## src/rtl/fat12_cluster_chain_walker_top_assert.svh

```systemverilog
// Assertion macros shared by the cluster chain walker RTL.
`ifndef FAT12_CLUSTER_CHAIN_WALKER_TOP_ASSERT_SVH
`define FAT12_CLUSTER_CHAIN_WALKER_TOP_ASSERT_SVH

// The consequent must hold in the same cycle as the antecedent.
`define FAT12_ASSERT_SAME(label, clk, rst, ante, cons) \
  label: assert property (@(posedge clk) disable iff (rst) (ante) |-> (cons)) \
    else $error("fat12 walker: same-cycle check failed");

// The consequent must hold in the cycle after the antecedent.
`define FAT12_ASSERT_NEXT(label, clk, rst, ante, cons) \
  label: assert property (@(posedge clk) disable iff (rst) (ante) |=> (cons)) \
    else $error("fat12 walker: next-cycle check failed");

`endif

```

## src/rtl/fat12_mod.sv

```systemverilog
// Bit-serial restoring remainder unit: one dividend bit per cycle.
`default_nettype none
module fat12_mod #(
  parameter int DW = 13,
  parameter int SW = 14
) (
  input  wire logic          clk,
  input  wire logic          rst,
  input  wire logic          start,
  input  wire logic [DW-1:0] dividend,
  input  wire logic [SW-1:0] divisor,
  output logic               done,
  output logic      [SW-1:0] remainder
);

  localparam int CW = (DW > 1) ? $clog2(DW) : 1;

  logic          busy;
  logic [CW-1:0] cnt;
  logic [DW-1:0] dv;
  logic [SW:0]   trial;
  logic [SW:0]   diff;

  assign trial = {remainder, dv[DW-1]};
  assign diff  = trial - {1'b0, divisor};

  always_ff @(posedge clk) begin
    if (rst) begin
      busy <= 1'b0;
      done <= 1'b0;
      cnt  <= '0;
    end else begin
      done <= 1'b0;
      if (start) begin
        busy <= 1'b1;
        cnt  <= CW'(DW - 1);
      end else if (busy) begin
        cnt <= cnt - 1'b1;
        if (cnt == '0) begin
          busy <= 1'b0;
          done <= 1'b1;
        end
      end
    end
  end

  always_ff @(posedge clk) begin
    if (start) begin
      remainder <= '0;
      dv        <= dividend;
    end else if (busy) begin
      dv <= dv << 1;
      if (trial >= {1'b0, divisor}) begin
        remainder <= diff[SW-1:0];
      end else begin
        remainder <= trial[SW-1:0];
      end
    end
  end

endmodule
`default_nettype wire

```

## config.mk

```make
export PLATFORM = sky130hd
export DESIGN_NAME = fat12_mod
export DESIGN_NICKNAME = d
export VERILOG_FILES = /design/src/rtl/fat12_cluster_chain_walker_top_assert.svh /design/src/rtl/fat12_mod.sv
export SDC_FILE = /design/constraint.sdc
export NUM_CORES = 1
export LEC_CHECK = 0
export BUFFER_PORTS_ARGS = -buffer_cell sky130_fd_sc_hd__buf_2
export CAP_MARGIN = 40
export CELL_PAD_IN_SITES_DETAIL_PLACEMENT = 0
export CELL_PAD_IN_SITES_GLOBAL_PLACEMENT = 1
export CORE_MARGIN = 3
export CORE_UTILIZATION = 25
export DETAILED_ROUTE_END_ITERATION = 6
export PLACE_DENSITY = 0.59
export SLEW_MARGIN = 40
export SYNTH_ARGS = -nofsm -noshare
export SYNTH_HDL_FRONTEND = slang
export SYNTH_SLANG_ARGS = --single-unit
```

## constraint.sdc

```tcl
create_clock -name clk -period 4.27 [get_ports clk]
set_clock_uncertainty 0.2 [all_clocks]
set_input_delay 0 -clock clk [delete_from_list [all_inputs] [get_ports clk]]
set_output_delay 0 -clock clk [all_outputs]
set_load 0.03 [all_outputs]
```

==> qor.txt <==
leakage = 0.00128 uW
largest net degree at the start of global routing = 37
Syn Nets = 289
Avg WL per Cell = 13.8 microns
via count = 1926
drt pass-1 iters = 4
PD cells = 353 nW/um^2
DRC = 0
grt total ovfl = 0
layout net count = 342
grt met2 use = 18.1%
Synth Warn # = 0
Gate Count Post-Synth = 242
hold_sp = divisor[0]
Worst Max-Slew Pin Slew = 0.771 ns
grt met1 use = 15.8%
layout cells sized above 1 = 25.0%
drt first-iter violations = 76
Placer Congestion = 0.793
# resized after CTS = 0
gr busiest metal = met2
Worst Path Arrival = 2.99 ns
FF-to-FF path depth = 7
part of the Yosys area used for sequential elements = 34.1%
Final Power = 1000 uW
R2R setup slack = 1.27 ns
I/O pin count = 45
reg2reg end = remainder[13]$_SDFFE_PP0P_
Final Hold Viols = 0
Yosys reg bits = 33
vias in the first global route = 1908
fin. max-slew vios = 0
fmax = 0.334 GHz
CP Class = reg -> reg
Post-DP HPWL = 4.01 mm
gr usage total = 11.5%
synth cell count leaders = 24 x nor2_1, 21 x inv_1, 20 x dfxtp_1, 16 x ha_1, 13 x edfxtp_1
area grow syn2layout = 22.4%
Root Buffer Master = clkbuf_8
largest area contributor in the netlist = dfxtp_1
CTS tree = built
Initial Util = 26.2%
post-synth top area share = 17.3%
clk_lat worst skew = 0.29 ns
IO buf count = 44
Cell Area, Synth = 2320 sq um
postcts setup bufs = 0
core area = 8850 sq um
top post-synthesis cells by area = dfxtp_1 17%, edfxtp_1 17%, ha_1 8.6%, mux2_2 5.8%, nor2_1 3.9%
Die ar. = 10500 sq um
worst vdd ir = 122 uV
Core Util, Final = 32.1%
Critical Path End Type = flip-flop
min cycle time layout = 3.00 ns
post-synthesis area per instance = 9.58 sq um
final worst slack = 1.27 ns
chip width = 102 microns
Post-Route WL = 5.56 mm
Worst Path Max Fanout = 17
count leader, synth = nor2_1
status = complete, no violations
clock buffer depth = 2
element type at the critical path start = flip-flop
final setup vio count = 0
CTS clk-pin slew, worst paths = 0.08 ns
Hold Crit Class = in -> reg
Most used DFF post-synth = dfxtp_1
Crit Reg-Reg Startpoint = remainder[9]$_SDFFE_PP0P_
RSZ-0062 raised after global routing = no
CTS buffer count = 5
met3 Resource Use GR = 2.53%
vias per cell = 4.77
die height = 102 microns
pre-CTS WS = 1.27 ns
diode count = 0
antenna violations before repair = 0
Yosys cell types = 52
Tcrit/Tclk final = 70.2%
hold path endpoint = remainder[0]$_SDFFE_PP0P_
Hold Path Stages = 5
Post-DRT Antenna Nets = 0
hold slack = 0.0320 ns
final setup TNS = 0 ns
max_slew headroom = 48.6%
wire length of the first global-routing pass = 9.43 mm
CP Data Required Time = 4.26 ns
Post-synth EDFFs = 13
Rows = 34
Max Cap Viol = 0
ys async rst share = 0%
Clock Sink Count = 33
CTS H-tree depth = 2
[stage by stage]
step,std cells,cell area [sq um]
after detailed placement,382,2580
after CTS,404,2840
after global placement,382,2580
after global routing,404,2840
final,404,2840
after floorplan,242,2320
[critical path, stage by stage, from the launching register on]
cell       delay [ns]
dfxtp_1          0.34
ha_1             0.41
and3_4           0.25
nand4b_4         0.13
o41ai_4          0.43
or2_1            0.67
nor3b_1          0.13
a2111oi_2        0.34
[timing repair]
item / in CTS / in global routing
hold endpoints to repair: 19 / 0
setup endpoints to repair: 0 / 0
hold buffers: 14 / 0
[state kept, by name (all words and copies together) (netlist names)]
register / cells
busy: 1
cnt: 4
done: 1
dv: 13
remainder: 14
[layout by cell type, fill, tap and decap left out, types with 4 or more instances in the layout]
cell type / synthesis / layout
a211oi_1: 8 / 8
a21oi_1: 12 / 12
dlygate4sd3_1: 0 / 14
edfxtp_1: 13 / 13
ha_1: 16 / 16
mux2i_1: 8 / 8
nor3_1: 7 / 7
dfxtp_1: 20 / 20
o21ai_0: 9 / 9
xnor2_1: 9 / 9
mux2_2: 12 / 12
clkbuf_8: 0 / 5
a31oi_1: 7 / 7
nor2_1: 24 / 24
a21o_1: 5 / 5
nand2b_1: 4 / 4
inv_1: 21 / 21
buf_2: 2 / 44
nand2_1: 6 / 6
[cell type report]
class / instances / area [sq um]
clock buffers: 5 / 68.8
clock inverters: 3 / 46.3
fillers: 963 / 6010
inverters: 21 / 78.8
multi-input cells: 175 / 1350
flip-flops and latches: 33 / 791
well taps: 108 / 135
repair buffers: 59 / 368
[logic make-up after synthesis]
family          count (synthesis)  share of synthesized area, %
compound gates                 62                          19.8
xor+xnor                       12                          4.54
fa+ha+maj                      17                          9.50
buf+inv                        34                          7.67
flops                          33                          34.1
mux                            20                          9.29
simple gates                   64                          15.1
[report_power, final]
part | internal, uW | switching, uW | leakage (uW)
Combinational | 138 | 172 | 0.000933
Clock | 175 | 135 | 0.0000543
Sequential | 360 | 22.7 | 0.000296
[how the worst max path moves through the flow]
| stage | startpoint | endpoint | slack, ns | depth (start not counted) |
|---|---|---|---|---|
| 3_3_place_gp | remainder[9]$_SDFFE_PP0P_ | remainder[13]$_SDFFE_PP0P_ | 1.33 | 7 |
| 6_report | remainder[9]$_SDFFE_PP0P_ | remainder[13]$_SDFFE_PP0P_ | 1.27 | 7 |
| 2_1_floorplan | remainder[5]$_SDFFE_PP0P_ | remainder[13]$_SDFFE_PP0P_ | 1.50 | 9 |
| 3_5_place_dp | remainder[9]$_SDFFE_PP0P_ | remainder[13]$_SDFFE_PP0P_ | 1.27 | 7 |
| 5_1_grt | remainder[9]$_SDFFE_PP0P_ | remainder[8]$_SDFFE_PP0P_ | 1.00 | 7 |
| 4_1_cts | remainder[9]$_SDFFE_PP0P_ | remainder[13]$_SDFFE_PP0P_ | 1.26 | 7 |
[routing by layer]
metal | up-vias | share of wire [%]
li1 | 989 | -
met1 | 897 | 49
met2 | 36 | 46
met3 | 4 | 3.9
met4 | 0 | 0.88
met5 | - | 0
Power figures use the tool's default switching activity.
